## src/hdl/edvs_pkg.sv

```systemverilog
`timescale 1ns / 1ps

package edvs_pkg;

  localparam int unsigned DAY_W   = 5;
  localparam int unsigned MONTH_W = 4;
  localparam int unsigned YEAR_W  = 14;
  localparam int unsigned AHEAD_W = 12;
  localparam int unsigned PRICE_W = 20;
  localparam int unsigned AMT_W   = 16;
  localparam int unsigned TOTAL_W = 48;
  localparam int unsigned PROD_W  = PRICE_W + AMT_W;
  // Day count before the month walk: largest day plus largest offset.
  localparam int unsigned DSUM_W  = 13;
  localparam int unsigned CFG_W   = 14;

  localparam logic [MONTH_W-1:0] MONTHS_PER_YEAR = 4'd12;
  localparam logic [YEAR_W-1:0]  YEAR_CYCLE      = 14'd400;
  localparam logic [YEAR_W-1:0]  CENTURY_1       = 14'd100;
  localparam logic [YEAR_W-1:0]  CENTURY_2       = 14'd200;
  localparam logic [YEAR_W-1:0]  CENTURY_3       = 14'd300;
  localparam logic [YEAR_W-1:0]  LAST_CYCLE_POS  = 14'd399;
  localparam logic [YEAR_W-1:0]  YEAR_MAX        = 14'h3FFF;
  // 400 << 5 is the largest power-of-two multiple of a leap cycle below 2^14.
  localparam logic [2:0]         CYCLE_SHIFT_MAX = 3'd5;

  typedef enum logic [1:0] {
    CFG_DAY   = 2'd0,
    CFG_MONTH = 2'd1,
    CFG_YEAR  = 2'd2,
    CFG_AHEAD = 2'd3
  } cfg_idx_e;

  typedef struct packed {
    logic [DAY_W-1:0]   item_day;
    logic [MONTH_W-1:0] item_month;
    logic [YEAR_W-1:0]  item_year;
    logic [PRICE_W-1:0] price_cents;
    logic [AMT_W-1:0]   amount;
    logic               last;
  } item_t;

  typedef struct packed {
    logic [TOTAL_W-1:0] total_cents;
    logic               overflowed;
  } total_t;

  typedef struct packed {
    logic [DAY_W-1:0]   day;
    logic [MONTH_W-1:0] month;
    logic [YEAR_W-1:0]  year;
  } date_t;

  typedef struct packed {
    logic [DAY_W-1:0]   cur_day;
    logic [MONTH_W-1:0] cur_month;
    logic [YEAR_W-1:0]  cur_year;
    logic [AHEAD_W-1:0] days_ahead;
  } cfg_t;

  typedef struct packed {
    logic mul_en;
    logic match;
    logic acc_en;
    logic clr;
  } mac_ctrl_t;

  function automatic logic [DAY_W-1:0] month_days(input logic [MONTH_W-1:0] m,
                                                  input logic leap);
    logic [DAY_W-1:0] d;
    case (m)
      4'd2:    d = leap ? 5'd29 : 5'd28;
      4'd4:    d = 5'd30;
      4'd6:    d = 5'd30;
      4'd9:    d = 5'd30;
      4'd11:   d = 5'd30;
      default: d = 5'd31;
    endcase
    return d;
  endfunction

endpackage

```

## src/hdl/edvs_stream_if.sv

```systemverilog
`timescale 1ns / 1ps

interface edvs_stream_if #(
  parameter type payload_t = logic
) ();
  logic     valid;
  logic     ready;
  payload_t payload;

  modport source (output valid, output payload, input ready);
  modport sink (input valid, input payload, output ready);
endinterface

```

## src/hdl/expiry_date_value_sum.sv

```systemverilog
// Expiry-date value sum. Items stream in on item_in; on the first item of a
// batch the block adds days_ahead to the configured reference date, walking
// month by month with Gregorian leap years, to form the target date. Every
// item whose expiry date equals the target adds price_cents * amount to a
// running total; the item flagged last sends the total (saturated at
// 2^48 - 1, with overflowed set) on total_out and starts a new batch.
// Structure: one shared 14-bit subtractor does the date work, one 20x16
// multiplier and one 48-bit adder do the sum. A regular item holds the input
// through accept, multiply and accumulate. The first item of a batch first
// runs the leap-cycle reduction, then one step per month stepped, then a
// closing step; at most about 140 months are stepped. The result sits in an
// output register, so the next batch starts while it waits; only a second
// last item stalls until the first total is taken.
// Configuration writes take effect at the next batch start.
`timescale 1ns / 1ps

module expiry_date_value_sum (
  input  logic                          clk_i,
  input  logic                          rst_ni,
  input  logic                          cfg_we_i,
  input  logic [1:0]                    cfg_idx_i,
  input  logic [edvs_pkg::CFG_W-1:0]    cfg_wdata_i,
  edvs_stream_if.sink                   item_in,
  edvs_stream_if.source                 total_out
);
  import edvs_pkg::*;

  typedef enum logic [3:0] {
    S_IDLE = 4'b0001,
    S_DATE = 4'b0010,
    S_MUL  = 4'b0100,
    S_ACC  = 4'b1000
  } top_state_e;

  top_state_e state_q, state_d;
  cfg_t       cfg_q;
  item_t      item_q;
  logic       tgt_ready_q, tgt_ready_d;
  total_t     out_q, out_d;
  logic       out_valid_q, out_valid_d;

  logic       accept;
  logic       walk_start, walk_done;
  date_t      target;
  mac_ctrl_t  mac_ctrl;
  total_t     total_next;
  logic       slot_free;
  logic       match;

  // Configuration: plain register writes, no read-back.
  always_ff @(posedge clk_i or negedge rst_ni) begin
    if (!rst_ni) begin
      cfg_q <= '{cur_day: DAY_W'(1), cur_month: MONTH_W'(1),
                 cur_year: YEAR_W'(2000), days_ahead: '0};
    end else if (cfg_we_i) begin
      unique case (cfg_idx_e'(cfg_idx_i))
        CFG_DAY:   cfg_q.cur_day    <= cfg_wdata_i[DAY_W-1:0];
        CFG_MONTH: cfg_q.cur_month  <= cfg_wdata_i[MONTH_W-1:0];
        CFG_YEAR:  cfg_q.cur_year   <= cfg_wdata_i[YEAR_W-1:0];
        CFG_AHEAD: cfg_q.days_ahead <= cfg_wdata_i[AHEAD_W-1:0];
        default:   cfg_q            <= cfg_q;
      endcase
    end
  end

  // Take one item at a time; the sequencer owns the shared units meanwhile.
  assign item_in.ready = (state_q == S_IDLE);
  assign accept        = item_in.valid && item_in.ready;
  assign walk_start    = accept && !tgt_ready_q;

  always_ff @(posedge clk_i) begin
    if (accept) begin
      item_q <= item_in.payload;
    end
  end

  edvs_datewalk u_datewalk (
    .clk_i    (clk_i),
    .rst_ni   (rst_ni),
    .start_i  (walk_start),
    .cfg_i    (cfg_q),
    .done_o   (walk_done),
    .target_o (target)
  );

  // Field-for-field compare; out-of-range item dates simply miss.
  assign match = (item_q.item_day == target.day) &&
                 (item_q.item_month == target.month) &&
                 (item_q.item_year == target.year);

  // The output slot is free when empty or when its transfer completes now.
  assign slot_free = !out_valid_q || total_out.ready;

  always_comb begin
    mac_ctrl.mul_en = (state_q == S_MUL);
    mac_ctrl.match  = match;
    mac_ctrl.acc_en = (state_q == S_ACC) && (!item_q.last || slot_free);
    mac_ctrl.clr    = mac_ctrl.acc_en && item_q.last;
  end

  edvs_mac u_mac (
    .clk_i    (clk_i),
    .rst_ni   (rst_ni),
    .ctrl_i   (mac_ctrl),
    .price_i  (item_q.price_cents),
    .amount_i (item_q.amount),
    .total_o  (total_next)
  );

  always_comb begin
    state_d     = state_q;
    tgt_ready_d = tgt_ready_q;
    out_d       = out_q;
    out_valid_d = out_valid_q && !total_out.ready;
    unique case (state_q)
      S_IDLE: begin
        if (accept) begin
          state_d = tgt_ready_q ? S_MUL : S_DATE;
        end
      end
      S_DATE: begin
        // Hold until the walk latches the target.
        if (walk_done) begin
          tgt_ready_d = 1'b1;
          state_d     = S_MUL;
        end
      end
      S_MUL: begin
        state_d = S_ACC;
      end
      S_ACC: begin
        if (mac_ctrl.acc_en) begin
          if (item_q.last) begin
            // Emit the total, then recompute the target on the next batch.
            out_d       = total_next;
            out_valid_d = 1'b1;
            tgt_ready_d = 1'b0;
          end
          state_d = S_IDLE;
        end
      end
      default: state_d = S_IDLE;
    endcase
  end

  always_ff @(posedge clk_i or negedge rst_ni) begin
    if (!rst_ni) begin
      state_q     <= S_IDLE;
      tgt_ready_q <= 1'b0;
      out_valid_q <= 1'b0;
    end else begin
      state_q     <= state_d;
      tgt_ready_q <= tgt_ready_d;
      out_valid_q <= out_valid_d;
    end
  end

  always_ff @(posedge clk_i) begin
    out_q <= out_d;
  end

  assign total_out.valid   = out_valid_q;
  assign total_out.payload = out_q;

endmodule

```

## src/hdl/edvs_datewalk.sv

```systemverilog
`timescale 1ns / 1ps

module edvs_datewalk (
  input  logic           clk_i,
  input  logic           rst_ni,
  input  logic           start_i,
  input  edvs_pkg::cfg_t cfg_i,
  output logic           done_o,
  output edvs_pkg::date_t target_o
);
  import edvs_pkg::*;

  typedef enum logic [2:0] {
    W_IDLE = 3'b001,
    W_MOD  = 3'b010,
    W_WALK = 3'b100
  } walk_state_e;

  walk_state_e          state_q, state_d;
  logic [2:0]           k_q, k_d;
  logic [DSUM_W-1:0]    d_q, d_d;
  logic [MONTH_W-1:0]   m_q, m_d;
  logic [YEAR_W-1:0]    y_q, y_d;
  logic [YEAR_W-1:0]    r_q, r_d;
  date_t                tgt_q, tgt_d;

  logic [YEAR_W-1:0]    sub_a, sub_b;
  logic [YEAR_W:0]      sub_diff;
  logic                 borrow, leap, step_more;
  logic [DAY_W-1:0]     mdays;
  logic [MONTH_W-1:0]   m_start;

  // Position of the year in its 400-year cycle picks out century years.
  assign leap = (y_q[1:0] == 2'd0) &&
                !(r_q == CENTURY_1 || r_q == CENTURY_2 || r_q == CENTURY_3);
  assign mdays = month_days(m_q, leap);

  // Shared subtractor: leap-cycle reduction, then the month walk.
  always_comb begin
    if (state_q == W_WALK) begin
      sub_a = YEAR_W'(d_q);
      sub_b = YEAR_W'(mdays);
    end else begin
      sub_a = r_q;
      sub_b = YEAR_CYCLE << k_q;
    end
  end

  assign sub_diff  = {1'b0, sub_a} - {1'b0, sub_b};
  assign borrow    = sub_diff[YEAR_W];
  assign step_more = !borrow && (sub_diff[YEAR_W-1:0] != '0);

  always_comb begin
    if (cfg_i.cur_month == '0) begin
      m_start = MONTH_W'(1);
    end else if (cfg_i.cur_month > MONTHS_PER_YEAR) begin
      m_start = MONTHS_PER_YEAR;
    end else begin
      m_start = cfg_i.cur_month;
    end
  end

  always_comb begin
    state_d = state_q;
    k_d     = k_q;
    d_d     = d_q;
    m_d     = m_q;
    y_d     = y_q;
    r_d     = r_q;
    tgt_d   = tgt_q;
    done_o  = 1'b0;
    unique case (state_q)
      W_IDLE: begin
        if (start_i) begin
          d_d     = DSUM_W'(cfg_i.cur_day) + DSUM_W'(cfg_i.days_ahead);
          m_d     = m_start;
          y_d     = cfg_i.cur_year;
          r_d     = cfg_i.cur_year;
          k_d     = CYCLE_SHIFT_MAX;
          state_d = W_MOD;
        end
      end
      W_MOD: begin
        if (!borrow) begin
          r_d = sub_diff[YEAR_W-1:0];
        end
        k_d = k_q - 3'd1;
        if (k_q == '0) begin
          state_d = W_WALK;
        end
      end
      W_WALK: begin
        if (step_more) begin
          d_d = sub_diff[DSUM_W-1:0];
          if (m_q == MONTHS_PER_YEAR) begin
            m_d = MONTH_W'(1);
            y_d = y_q + YEAR_W'(1);
            if (y_q == YEAR_MAX || r_q == LAST_CYCLE_POS) begin
              r_d = '0;
            end else begin
              r_d = r_q + YEAR_W'(1);
            end
          end else begin
            m_d = m_q + MONTH_W'(1);
          end
        end else begin
          tgt_d   = '{day: d_q[DAY_W-1:0], month: m_q, year: y_q};
          done_o  = 1'b1;
          state_d = W_IDLE;
        end
      end
      default: state_d = W_IDLE;
    endcase
  end

  always_ff @(posedge clk_i or negedge rst_ni) begin
    if (!rst_ni) begin
      state_q <= W_IDLE;
      k_q     <= '0;
      tgt_q   <= '{day: DAY_W'(1), month: MONTH_W'(1), year: YEAR_W'(1)};
    end else begin
      state_q <= state_d;
      k_q     <= k_d;
      tgt_q   <= tgt_d;
    end
  end

  always_ff @(posedge clk_i) begin
    d_q <= d_d;
    m_q <= m_d;
    y_q <= y_d;
    r_q <= r_d;
  end

  assign target_o = tgt_q;

endmodule

```

## src/hdl/edvs_mac.sv

```systemverilog
`timescale 1ns / 1ps

module edvs_mac (
  input  logic                              clk_i,
  input  logic                              rst_ni,
  input  edvs_pkg::mac_ctrl_t               ctrl_i,
  input  logic [edvs_pkg::PRICE_W-1:0]      price_i,
  input  logic [edvs_pkg::AMT_W-1:0]        amount_i,
  output edvs_pkg::total_t                  total_o
);
  import edvs_pkg::*;

  logic [PROD_W-1:0]  prod_q;
  logic [TOTAL_W-1:0] total_q, total_d;
  logic               sat_q, sat_d;
  logic [TOTAL_W:0]   sum;
  logic               over;
  logic [TOTAL_W-1:0] total_next;
  logic               sat_next;

  always_ff @(posedge clk_i) begin
    if (ctrl_i.mul_en) begin
      prod_q <= ctrl_i.match ? PROD_W'(price_i) * PROD_W'(amount_i) : '0;
    end
  end

  assign sum        = {1'b0, total_q} + (TOTAL_W + 1)'(prod_q);
  assign over       = sum[TOTAL_W];
  assign total_next = over ? '1 : sum[TOTAL_W-1:0];
  assign sat_next   = sat_q | over;

  // Clear wins: the emitted total already includes this item.
  always_comb begin
    total_d = total_q;
    sat_d   = sat_q;
    if (ctrl_i.clr) begin
      total_d = '0;
      sat_d   = 1'b0;
    end else if (ctrl_i.acc_en) begin
      total_d = total_next;
      sat_d   = sat_next;
    end
  end

  always_ff @(posedge clk_i or negedge rst_ni) begin
    if (!rst_ni) begin
      total_q <= '0;
      sat_q   <= 1'b0;
    end else begin
      total_q <= total_d;
      sat_q   <= sat_d;
    end
  end

  assign total_o = '{total_cents: total_next, overflowed: sat_next};

endmodule

```

## src/flat_wrapper.sv

```systemverilog
// flat-port wrapper written by rule: the top's interface ports become plain ports
module expiry_date_value_sum_flat import edvs_pkg::*;
  (clk_i, rst_ni, cfg_we_i, cfg_idx_i, cfg_wdata_i, item_in_valid, item_in_payload, item_in_ready, total_out_valid, total_out_payload, total_out_ready);
  edvs_stream_if item_in_i ();
  edvs_stream_if total_out_i ();
  input  logic clk_i;
  input  logic rst_ni;
  input  logic cfg_we_i;
  input  logic [1:0] cfg_idx_i;
  input  logic [edvs_pkg::CFG_W-1:0] cfg_wdata_i;
  input wire logic [$bits(item_in_i.valid)-1:0] item_in_valid;
  input wire logic [$bits(item_in_i.payload)-1:0] item_in_payload;
  output wire logic [$bits(item_in_i.ready)-1:0] item_in_ready;
  output wire logic [$bits(total_out_i.valid)-1:0] total_out_valid;
  output wire logic [$bits(total_out_i.payload)-1:0] total_out_payload;
  input wire logic [$bits(total_out_i.ready)-1:0] total_out_ready;
  assign item_in_i.valid = item_in_valid;
  assign item_in_i.payload = item_in_payload;
  assign item_in_ready = item_in_i.ready;
  assign total_out_valid = total_out_i.valid;
  assign total_out_payload = total_out_i.payload;
  assign total_out_i.ready = total_out_ready;
  expiry_date_value_sum u_core (.clk_i(clk_i), .rst_ni(rst_ni), .cfg_we_i(cfg_we_i), .cfg_idx_i(cfg_idx_i), .cfg_wdata_i(cfg_wdata_i), .item_in(item_in_i), .total_out(total_out_i));
endmodule
```

## config.mk

```make
export PLATFORM = sky130hd
export DESIGN_NAME = expiry_date_value_sum_flat
export DESIGN_NICKNAME = d
export VERILOG_FILES = /design/src/hdl/edvs_pkg.sv /design/src/hdl/edvs_stream_if.sv /design/src/hdl/expiry_date_value_sum.sv /design/src/hdl/edvs_datewalk.sv /design/src/hdl/edvs_mac.sv /design/src/flat_wrapper.sv
export SDC_FILE = /design/constraint.sdc
export NUM_CORES = 1
export LEC_CHECK = 0
export ABC_AREA = 1
export BUFFER_PORTS_ARGS = -buffer_cell sky130_fd_sc_hd__buf_2
export CAP_MARGIN = 20
export CORE_UTILIZATION = 65
export CTS_BUF_LIST = sky130_fd_sc_hd__clkbuf_16
export CTS_CLUSTER_DIAMETER = 100
export DETAILED_ROUTE_END_ITERATION = 10
export PLACE_DENSITY = 0.93
export SYNTH_ARGS = -nofsm -noshare
export SYNTH_HDL_FRONTEND = slang
export SYNTH_SLANG_ARGS = --single-unit
```

## constraint.sdc

```tcl
create_clock -name clk_i -period 10.69 [get_ports clk_i]
set_input_delay 2.138 -clock clk_i [delete_from_list [all_inputs] [get_ports clk_i]]
set_output_delay 2.138 -clock clk_i [all_outputs]
set_load 0.01 [all_outputs]
```

==> flow_summary.json, run 1 <==
{
  "wl_per_cell_um": 19.7,
  "internal-power_uw": 1090,
  "finalMaxSlewViolations": 0,
  "worstHoldPathCells": 2,
  "start_kind": "flop",
  "combPwrFrac": 0.543,
  "clk_path_buf_depth": 2,
  "cp_data_required_time_ns": 10.73,
  "finalHoldViolCount": 0,
  "status": "finished clean",
  "drtPass1Iterations": 7,
  "fin_setup_tns_ns": 0,
  "path_buf_inv": 4,
  "grt.total_usage": 0.376,
  "num_vias": 5613,
  "netSwitchingFraction": 0.494,
  "grt-ovfl-total": 0,
  "syn_nets": 820,
  "num_rows": 34,
  "finalClockSkew_ns": 0.0124,
  "yosysWarnings": 0,
  "cts_tree": "done",
  "cts.htree.levels": 3,
  "ant_nets": 0,
  "hpwl_um": 12400,
  "grt_max_degree": 60,
  "async_flop_share": 0.505,
  "fin_nets": 837,
  "cts_setup_buffers": 0,
  "first_iter_violations": 693,
  "io_pins": 25,
  "synth_ff_type": "edfxtp_1",
  "max_stage_delay_ns": 0.57,
  "synth_top_family_by_area": "simple AND/OR/NAND/NOR gates",
  "synth_compound_area_frac": 0.135,
  "drive_above_1_share": 0.0977,
  "fmax_mhz": 216,
  "fin_ws_ns": 6.06,
  "syn_area_sq_mm": 0.00607,
  "antenna_found_initial": 0,
  "synth_area_per_cell_sq_um": 7.92,
  "reg2reg_setup_slack_ns": 6.06,
  "dieArea_sq_mm": 0.00973,
  "leakage_uw": 0.00304,
  "cp_max_fo": 59,
  "crit_family": "simple AND/OR/NAND/NOR gates",
  "p_seq_frac": 0.303,
  "drt_drc_violations_left": 0,
  "reg2reg_to": "u_core.u_datewalk.r_q[11]",
  "rsz0062_at_grt": "no",
  "finalWirelength_um": 17700,
  "coreArea_sq_mm": 0.00889,
  "max-vdd-ir-drop_mv": 0.144,
  "nFillCells": 610,
  "antenna_cells": 0,
  "initial_utilization": 0.683,
  "synth_xor_area_frac": 0.0390,
  "crit_top_cell": "nand2_1",
  "hp-class": "reg -> reg",
  "yosys-mux-area-fraction": 0.00186,
  "hp-start": "u_core.cfg_q[26]",
  "grt_pass1_wl_um": 28000,
  "setup_viol": 0,
  "root_buffer": "clkbuf_16",
  "synthAdderAreaFrac": 0.0685,
  "period_needed_ns": 4.63,
  "postCtsResizedCells": 0,
  "ys_seq_area_frac": 0.424,
  "relSlewSlack": 0.313,
  "clock_power_share": 0.154,
  "rr_startpoint": "u_core.u_datewalk.state_q[0]",
  "holdPathEnd": "u_core.cfg_q[26]",
  "crit_path_top_delay_cell": "dfstp_2",
  "maxCapViolations": 0,
  "synth.distinct_cells": 49,
  "clock_latency_ns": 0.35,
  "die_width_um": 98.6,
  "post-place-ws_ns": 5.86,
  "path_cells": "nor2_4, nand2_4, inv_1, buf_4, nand2_1, o21ai_0, ha_1, a21oi_1, inv_1, a31oi_1, nand3_1, nand2_1, nand2_1, nand2_1, nor2_2, nand3_2, nand2_1, nand2_2, nand2_1, nor2_1, buf_4",
  "place_congestion": 1.07,
  "cts_inserted_buffers": 9,
  "worstMarginPinSlew_ns": 1.02,
  "cts_hold_buf": 0,
  "p_sw_uw": 1070,
  "first_global_vias": 5452,
  "synthSimpleGateAreaFrac": 0.254,
  "numClockSinks": 93,
  "ys_ff_latch": 93,
  "synth_edf_count": 46,
  "cp.arrival_ns": 4.67,
  "p_per_area_mw_per_mm2": 328,
  "area_growth_pct": 8.41,
  "critPathCaptureType": "flop",
  "die_height_um": 98.6,
  "final.period_utilization": 0.433,
  "ff2ff_path_depth": 21,
  "synthCells": 766,
  "via_per_inst": 6.26,
  "path_class": "reg -> reg",
  "clk_pin_slew_ns": 0.07,
  "io_buffer_count": 23
}
==> cell usage in the layout, fill, tap and decap left out, types with 4 or more instances in the layout <==
cell type  instances
o21ai_1            4
o22ai_1            4
inv_1            100
dfstp_2           10
nand3_1           59
o221ai_1          12
nor3_1             6
edfxtp_1          46
o21ai_0           74
nand4_1            9
clkbuf_16          9
nand2_2            6
xor2_1            18
a21oi_1           22
nand2_1          192
dfrtp_1           37
nor2_1            55
o211ai_1           4
ha_1              30
a31oi_1            5
buf_2             23
xnor2_1            9
nand3b_1           4
==> routing by layer <==
| layer | GRT usage | wire (um) | vias up |
|---|---|---|---|
| met3 | 0.0638 | 1800 | 60 |
| met1 | 0.482 | 6640 | 2568 |
| met5 | 0 | 0 | - |
| met4 | 0.181 | 839 | 0 |
| met2 | 0.625 | 8400 | 393 |
| li1 | - | - | 2592 |
==> synthesized netlist by cell type, drive strengths merged (10+ instances only) <==
master,number,area [sq um]
nand2,201,792
nand3,62,325
ha,30,375
a21oi,22,110
o21ai,79,399
dfstp,10,263
nor2,59,246
clkbuf,14,52.6
inv,100,375
xor2,18,158
dfrtp,37,926
edfxtp,46,1380
o221ai,12,105
==> worst max-delay path by stage <==
stage	startpoint	endpoint	slack, ns	depth (start not counted)
5_1_grt	u_core.u_datewalk.state_q[0]	u_core.u_datewalk.r_q[2]	5.89	19
2_1_floorplan	item_in_valid	u_core.u_datewalk.d_q[0]	6.80	2
6_report	u_core.u_datewalk.state_q[0]	u_core.u_datewalk.r_q[11]	6.06	21
4_1_cts	u_core.u_datewalk.state_q[0]	u_core.u_datewalk.r_q[11]	5.78	20
3_3_place_gp	u_core.u_datewalk.state_q[0]	u_core.u_datewalk.r_q[8]	5.86	20
3_5_place_dp	u_core.u_datewalk.state_q[0]	u_core.u_datewalk.y_q[8]	5.86	20
==> cell families after synthesis <==
| family | count (synthesis) |
|---|---|
| AO/OA/AOI/OAI | 140 |
| XOR/XNOR | 27 |
| adder cells (fa/ha/maj) | 32 |
| buffers and inverters | 123 |
| flip-flops | 93 |
| multiplexers | 1 |
| other | 1 |
| AND/OR/NAND/NOR | 349 |
==> area by class of cell <==
cell class                      count  area, sq um  share of cell area
Sequential cell                    93         2570               0.391
Inverter                          101          379              0.0576
Clock inverter                      7         75.1              0.0114
Timing Repair Buffer               28          169              0.0257
Tap cell                          108          135              0.0205
Clock buffer                        9          225              0.0342
Multi-Input combinational cell    550         3030               0.460
==> worst min-delay path, cell delays in order, from the launching register on <==
cell	delay, ns
dfstp_2	0.38
nand2_1	0.06
o21ai_0	0.07
==> sequential cells by signal, summed over array words and instances (netlist names) <==
signal and count:
u_core.u_datewalk.d_q 13, u_core.u_datewalk.k_q 3, u_core.u_datewalk.m_q 4, u_core.state_q 4, u_core.total_out.valid 1, u_core.u_datewalk.y_q 14, u_core.tgt_ready_q 1, u_core.item_q 1
u_core.u_datewalk.state_q 3, u_core.cfg_q 35, u_core.u_datewalk.r_q 14
==> power by group through the flow <==
stage                     clock network (uW)  registers (uW)  logic [uW]
after CTS                                328             649        1120
after global routing                     341             667        1290
final                                    331             654        1170
after floorplan                            0             613         823
after detailed placement                   0             652        1110
after global placement                     0             647        1110
==> stage by stage <==
stage / area [sq um] / utilization / hold slack, ns / std cells / power, uW
2_1_floorplan: 6070 / - / 0.457 / 766 / 1440
5_1_grt: 6580 / 0.740 / 0.532 / 896 / 2300
6_report: 6580 / 0.740 / 0.519 / 896 / 2150
4_1_cts: 6540 / 0.736 / 0.494 / 893 / 2100
3_5_place_dp: 6240 / 0.702 / 0.483 / 877 / 1760
3_3_place_gp: 6240 / 0.702 / 0.476 / 877 / 1750
(Power assumes the default switching activity.)
==> run 2: changes to the inputs <==
--- a/config.mk
+++ b/config.mk
@@ -8,11 +8,11 @@
 export ABC_AREA = 1
 export BUFFER_PORTS_ARGS = -buffer_cell sky130_fd_sc_hd__buf_2
 export CAP_MARGIN = 20
-export CORE_UTILIZATION = 65
+export CORE_UTILIZATION = 57
 export CTS_BUF_LIST = sky130_fd_sc_hd__clkbuf_16
 export CTS_CLUSTER_DIAMETER = 100
 export DETAILED_ROUTE_END_ITERATION = 10
-export PLACE_DENSITY = 0.93
+export PLACE_DENSITY = 0.87
 export SYNTH_ARGS = -nofsm -noshare
 export SYNTH_HDL_FRONTEND = slang
 export SYNTH_SLANG_ARGS = --single-unit
==> constraint.sdc (replaced) <==
create_clock -name clk_i -period 3.85 [get_ports clk_i]
set_input_delay 0.77 -clock clk_i [delete_from_list [all_inputs] [get_ports clk_i]]
set_output_delay 0.77 -clock clk_i [all_outputs]
set_load 0.01 [all_outputs]
==> flow_summary.json, run 2 (synthesis gave the netlist of run 1 again) <==
{
  "status": "finished clean",
  "numClockSinks": 93,
  "cp.depth": 21,
  "crit_family": "simple AND/OR/NAND/NOR gates",
  "antenna_found_initial": 0,
  "worstMarginPinSlew_ns": 0.948,
  "die_width_um": 105,
  "period_needed_ns": 3.65,
  "clk_path_buf_depth": 2,
  "fmax_mhz": 274,
  "dieArea_sq_mm": 0.0111,
  "first_iter_violations": 693,
  "netSwitchingFraction": 0.480,
  "crit_end": "u_core.u_datewalk.r_q[5]",
  "p_sw_uw": 2860,
  "place_congestion": 0.958,
  "via_per_inst": 5.90,
  "root_buffer": "clkbuf_16",
  "num_vias": 5569,
  "ant_nets": 0,
  "wl_per_cell_um": 16.6,
  "setup_viol": 0,
  "internal-power_uw": 3100,
  "drive_above_1_share": 0.126,
  "ff2ff_path_depth": 21,
  "grt_pass1_wl_um": 24800,
  "antenna_cells": 0,
  "leakage_uw": 0.00314,
  "area.sequential_sq_mm": 0.00257,
  "hp-class": "in -> async",
  "coreArea_sq_mm": 0.0103,
  "combPwrFrac": 0.565,
  "p_seq_frac": 0.299,
  "finalWirelength_um": 15600,
  "relSlewSlack": 0.366,
  "p_per_area_mw_per_mm2": 878,
  "fin_nets": 857,
  "multiInputGateArea_sq_mm": 0.00305,
  "cts_inserted_buffers": 9,
  "finalMaxSlewViolations": 0,
  "clock_power_share": 0.136,
  "path_class": "reg -> reg",
  "io_pins": 25,
  "path_buf_inv": 2,
  "drtPass1Iterations": 6,
  "reg2reg_setup_slack_ns": 0.20,
  "area_growth_pct": 11.8,
  "nFillCells": 767,
  "grt.total_usage": 0.290,
  "clk_pin_slew_ns": 0.07,
  "cp_max_fo": 7,
  "drt_drc_violations_left": 0,
  "crit_top_cell": "nand2_1",
  "finalClockSkew_ns": 0.00789,
  "io_buffer_count": 23,
  "die_height_um": 105,
  "clock_latency_ns": 0.35,
  "maxCapViolations": 0,
  "cp.arrival_ns": 3.71,
  "grt_max_degree": 59,
  "fin_ws_ns": 0.201,
  "num_rows": 37,
  "critPathCaptureType": "flop",
  "final.period_utilization": 0.948,
  "crit_path_top_delay_cell": "edfxtp_1",
  "start_kind": "flop",
  "hpwl_um": 11400,
  "rr_startpoint": "u_core.u_datewalk.r_q[10]",
  "path_cells": "nor2_1, nand2_1, a2111o_1, a21oi_1, nor3_1, ha_1, inv_1, fa_2, nand3_1, o21bai_2, nand3_1, nand2_1, nand2_1, nand2_1, nor2_1, nand3_2, nand2_1, nand2_2, nand2_2, nor2_4, buf_4",
  "cp-startpoint": "u_core.u_datewalk.r_q[10]",
  "grt-ovfl-total": 0,
  "cts.htree.levels": 3,
  "reg.largest.list": "u_core.cfg_q (35), u_core.u_datewalk.r_q (14), u_core.u_datewalk.y_q (14)",
  "cts_hold_buf": 0,
  "largest_reg_flops": 35,
  "first_global_vias": 5216,
  "final_common_cell": "nand2_1",
  "max_stage_delay_ns": 0.46,
  "fin_total_pwr_uw": 5960,
  "initial_utilization": 0.588,
  "cp_data_required_time_ns": 3.91,
  "reg2reg_to": "u_core.u_datewalk.r_q[5]",
  "max-vdd-ir-drop_mv": 0.463,
  "finalHoldViolCount": 0,
  "cts_tree": "done",
  "final_cell_mix": "191 x nand2_1, 99 x inv_1, 71 x o21ai_0, 59 x nand3_1, 53 x nor2_1",
  "post-place-ws_ns": 0.167,
  "regMostFlops": "u_core.cfg_q"
}
## run 2: through the flow
step / instance area [sq um] / hold slack [ns] / cells / util / setup TNS (ns)
global placement: 6360 / 0.473 / 913 / 0.616 / 0
CTS: 6630 / 0.498 / 929 / 0.642 / 0
floorplan: 6070 / 0.457 / 766 / - / 0
global route: 6790 / 0.251 / 944 / 0.657 / -0.103
detailed placement: 6360 / 0.485 / 913 / 0.616 / 0
finish: 6790 / 0.251 / 944 / 0.657 / 0
## run 2: worst min-delay path by stage
stage,slack (ns),depth (start not counted),to,from
global placement,0.47,2,u_core.cfg_q[32],u_core.cfg_q[32]
CTS,0.50,2,u_core.cfg_q[26],u_core.cfg_q[26]
finish,0.25,1,u_core.total_out.valid,rst_ni
detailed placement,0.48,2,u_core.cfg_q[4],u_core.cfg_q[4]
floorplan,0.46,2,u_core.cfg_q[32],u_core.cfg_q[32]
global route,0.25,1,u_core.total_out.valid,rst_ni
## run 2: layer usage
metal | global-route usage | routed length [um] | vias up
met5 | 0 | 0 | -
met4 | 0.130 | 588 | 0
met3 | 0.0505 | 1430 | 59
met2 | 0.474 | 7390 | 303
met1 | 0.376 | 6220 | 2559
li1 | - | - | 2648
## run 2: layout make-up
| cell class | count | share of cell area |
|---|---|---|
| clock buffers | 9 | 0.0332 |
| clock inverters | 7 | 0.00627 |
| inverters | 101 | 0.0559 |
| multi-input cells | 550 | 0.449 |
| flip-flops and latches | 93 | 0.379 |
| well taps | 136 | 0.0251 |
| repair buffers | 48 | 0.0522 |
## run 2: repair_timing
action,CTS,global route
endpoints found under the hold margin,0,0
buffers inserted,0,12
resized for setup,0,19
setup endpoints to repair,0,46
## run 2: power by group through the flow
stage | sequential [uW] | combinational, uW | clock (uW)
floorplan | 1700 | 2280 | 0
global placement | 1790 | 2980 | 0
detailed placement | 1800 | 3030 | 0
CTS | 1790 | 3070 | 814
global route | 1810 | 3700 | 855
finish | 1780 | 3370 | 813
==> run 3: changes to the inputs <==
==> constraint.sdc (replaced) <==
create_clock -name clk_i -period 3.85 [get_ports clk_i]
set_input_delay 0.385 -clock clk_i [delete_from_list [all_inputs] [get_ports clk_i]]
set_output_delay 0.385 -clock clk_i [all_outputs]
set_load 0.01 [all_outputs]
==> flow_summary.json, run 3 (synthesis gave the netlist of run 1 again) <==
{
  "setup_viol": 0,
  "cp_data_required_time_ns": 3.91,
  "drtPass1Iterations": 8,
  "critPathCaptureType": "flop",
  "grt_pass1_wl_um": 24800,
  "reg2reg_setup_slack_ns": 0.20,
  "num_rows": 37,
  "ant_nets": 0,
  "stdcell_area_sq_mm": 0.00680,
  "ff2ff_path_depth": 22,
  "grt-ovfl-total": 0,
  "cp-startpoint": "u_core.u_datewalk.r_q[6]",
  "num_vias": 5585,
  "start_kind": "flop",
  "die_width_um": 105,
  "fin_nets": 858,
  "clk_path_buf_depth": 2,
  "finalMaxSlewViolations": 0,
  "grt.total_usage": 0.290,
  "hp-class": "in -> reg",
  "worstMarginPinSlew_ns": 0.953,
  "dieArea_sq_mm": 0.0111,
  "status": "finished clean",
  "root_buffer": "clkbuf_16",
  "cts_inserted_buffers": 9,
  "period_needed_ns": 3.65,
  "post-place-ws_ns": 0.167,
  "path_cells": "inv_1, o21ai_0, nand3_1, a2111o_1, a21oi_1, nor3_1, ha_1, inv_1, fa_2, nand3_1, o21bai_2, nand3_1, nand2_1, nand2_1, nand2_1, nor2_1, nand3_2, nand2_1, nand2_2, nand2_2, nor2_4, buf_4",
  "wl_per_cell_um": 16.5,
  "drt_drc_violations_left": 0,
  "relSlewSlack": 0.363,
  "io_buffer_count": 23,
  "finalHoldViolCount": 0,
  "crit_end": "u_core.u_datewalk.r_q[3]",
  "crit_path_top_delay_cell": "edfxtp_1",
  "cts.htree.levels": 3,
  "finalWirelength_um": 15600,
  "p_per_area_mw_per_mm2": 876,
  "final_cell_mix": "191 x nand2_1, 99 x inv_1, 71 x o21ai_0, 59 x nand3_1, 53 x nor2_1",
  "maxCapViolations": 0,
  "antenna_found_initial": 0,
  "regMostFlops": "u_core.cfg_q",
  "final_common_cell": "nand2_1",
  "clock_latency_ns": 0.35,
  "crit_top_cell": "nand2_1",
  "finalClockSkew_ns": 0.00834,
  "coreArea_sq_mm": 0.0103,
  "area_growth_pct": 12.0,
  "drive_above_1_share": 0.126,
  "fmax_mhz": 274,
  "leakage_uw": 0.00315,
  "largest_reg_flops": 35,
  "via_per_inst": 5.91,
  "numClockSinks": 93,
  "reg2reg_to": "u_core.u_datewalk.r_q[3]",
  "clk_pin_slew_ns": 0.07,
  "path_class": "reg -> reg",
  "rr_startpoint": "u_core.u_datewalk.r_q[6]",
  "die_height_um": 105,
  "cts_tree": "done",
  "cp.arrival_ns": 3.71,
  "final.period_utilization": 0.948,
  "initial_utilization": 0.588,
  "reg.largest.list": "u_core.cfg_q (35), u_core.u_datewalk.r_q (14), u_core.u_datewalk.y_q (14)",
  "io_pins": 25,
  "dpl_cell_area_sq_mm": 0.00636,
  "max-vdd-ir-drop_mv": 0.461,
  "cp_max_fo": 7,
  "antenna_cells": 0,
  "first_global_vias": 5216,
  "fin_ws_ns": 0.199,
  "first_iter_violations": 689,
  "hpwl_um": 11400,
  "place_congestion": 0.958,
  "grt_max_degree": 59,
  "max_stage_delay_ns": 0.43
}
==> run 3: changes by cell type in the layout (fill, tap and decap cells not counted) <==
| cell | change |
|---|---|
| dlygate4sd3_1 | +1 |
==> run 3: through the flow <==
step | TNS [ns] | hold WS [ns] | util | cells | power, uW
finish | 0 | 0.212 | 0.658 | 945 | 5960
global route | -0.103 | 0.212 | 0.658 | 945 | 6370
CTS | 0 | 0.214 | 0.642 | 929 | 5670
detailed placement | 0 | 0.485 | 0.616 | 913 | 4830
global placement | 0 | 0.473 | 0.616 | 913 | 4770
floorplan | 0 | 0.0894 | - | 766 | 3990
==> run 3: worst min-delay path by stage <==
| stage | end | startpoint | cells past startpoint | slack (ns) |
|---|---|---|---|---|
| finish | u_core.item_q[0] | item_in_payload | 1 | 0.21 |
| global route | u_core.item_q[0] | item_in_payload | 1 | 0.21 |
| CTS | u_core.item_q[0] | item_in_payload | 1 | 0.21 |
| detailed placement | u_core.cfg_q[4] | u_core.cfg_q[4] | 2 | 0.48 |
| global placement | u_core.cfg_q[32] | u_core.cfg_q[32] | 2 | 0.47 |
| floorplan | u_core.cfg_q[0] | rst_ni | 0 | 0.09 |
==> run 3: layout make-up <==
type / instances / area [sq um]
timing repair buffer: 49 / 364
tap: 136 / 170
inverter: 101 / 379
clock buffer: 9 / 225
multi-input combinational: 550 / 3050
sequential: 93 / 2570
fill: 769 / 3530
clock inverter: 7 / 42.5
==> run 3: power breakdown <==
group          internal, uW  total [uW]  switching, uW
clock network           436         815            379
logic                  1170        3360           2190
registers              1490        1780            288
total                  3100        5960           2850
==> run 3: metal layers <==
metal  vias up  track usage  share of wire
li1       2650            -              -
met1      2557        0.376           0.39
met2       311        0.474           0.47
met3        67       0.0505          0.098
met4         0        0.130          0.039
met5         -            0              0
==> run 3: what timing repair did <==
action | CTS | global route
endpoints found under the hold margin | 0 | 5
resized for setup | 0 | 19
setup buffers | 0 | 12
setup endpoints to repair | 0 | 46
hold buffers | 0 | 1
==> run 3: worst max-delay path, delay by kind of cell (launching register included) <==
kind / cells / cell delay (ns)
AO/OA/AOI/OAI: 4 / 0.80
adder cells (fa/ha/maj): 2 / 0.49
buffers and inverters: 3 / 0.41
flip-flops: 1 / 0.43
AND/OR/NAND/NOR: 13 / 1.23
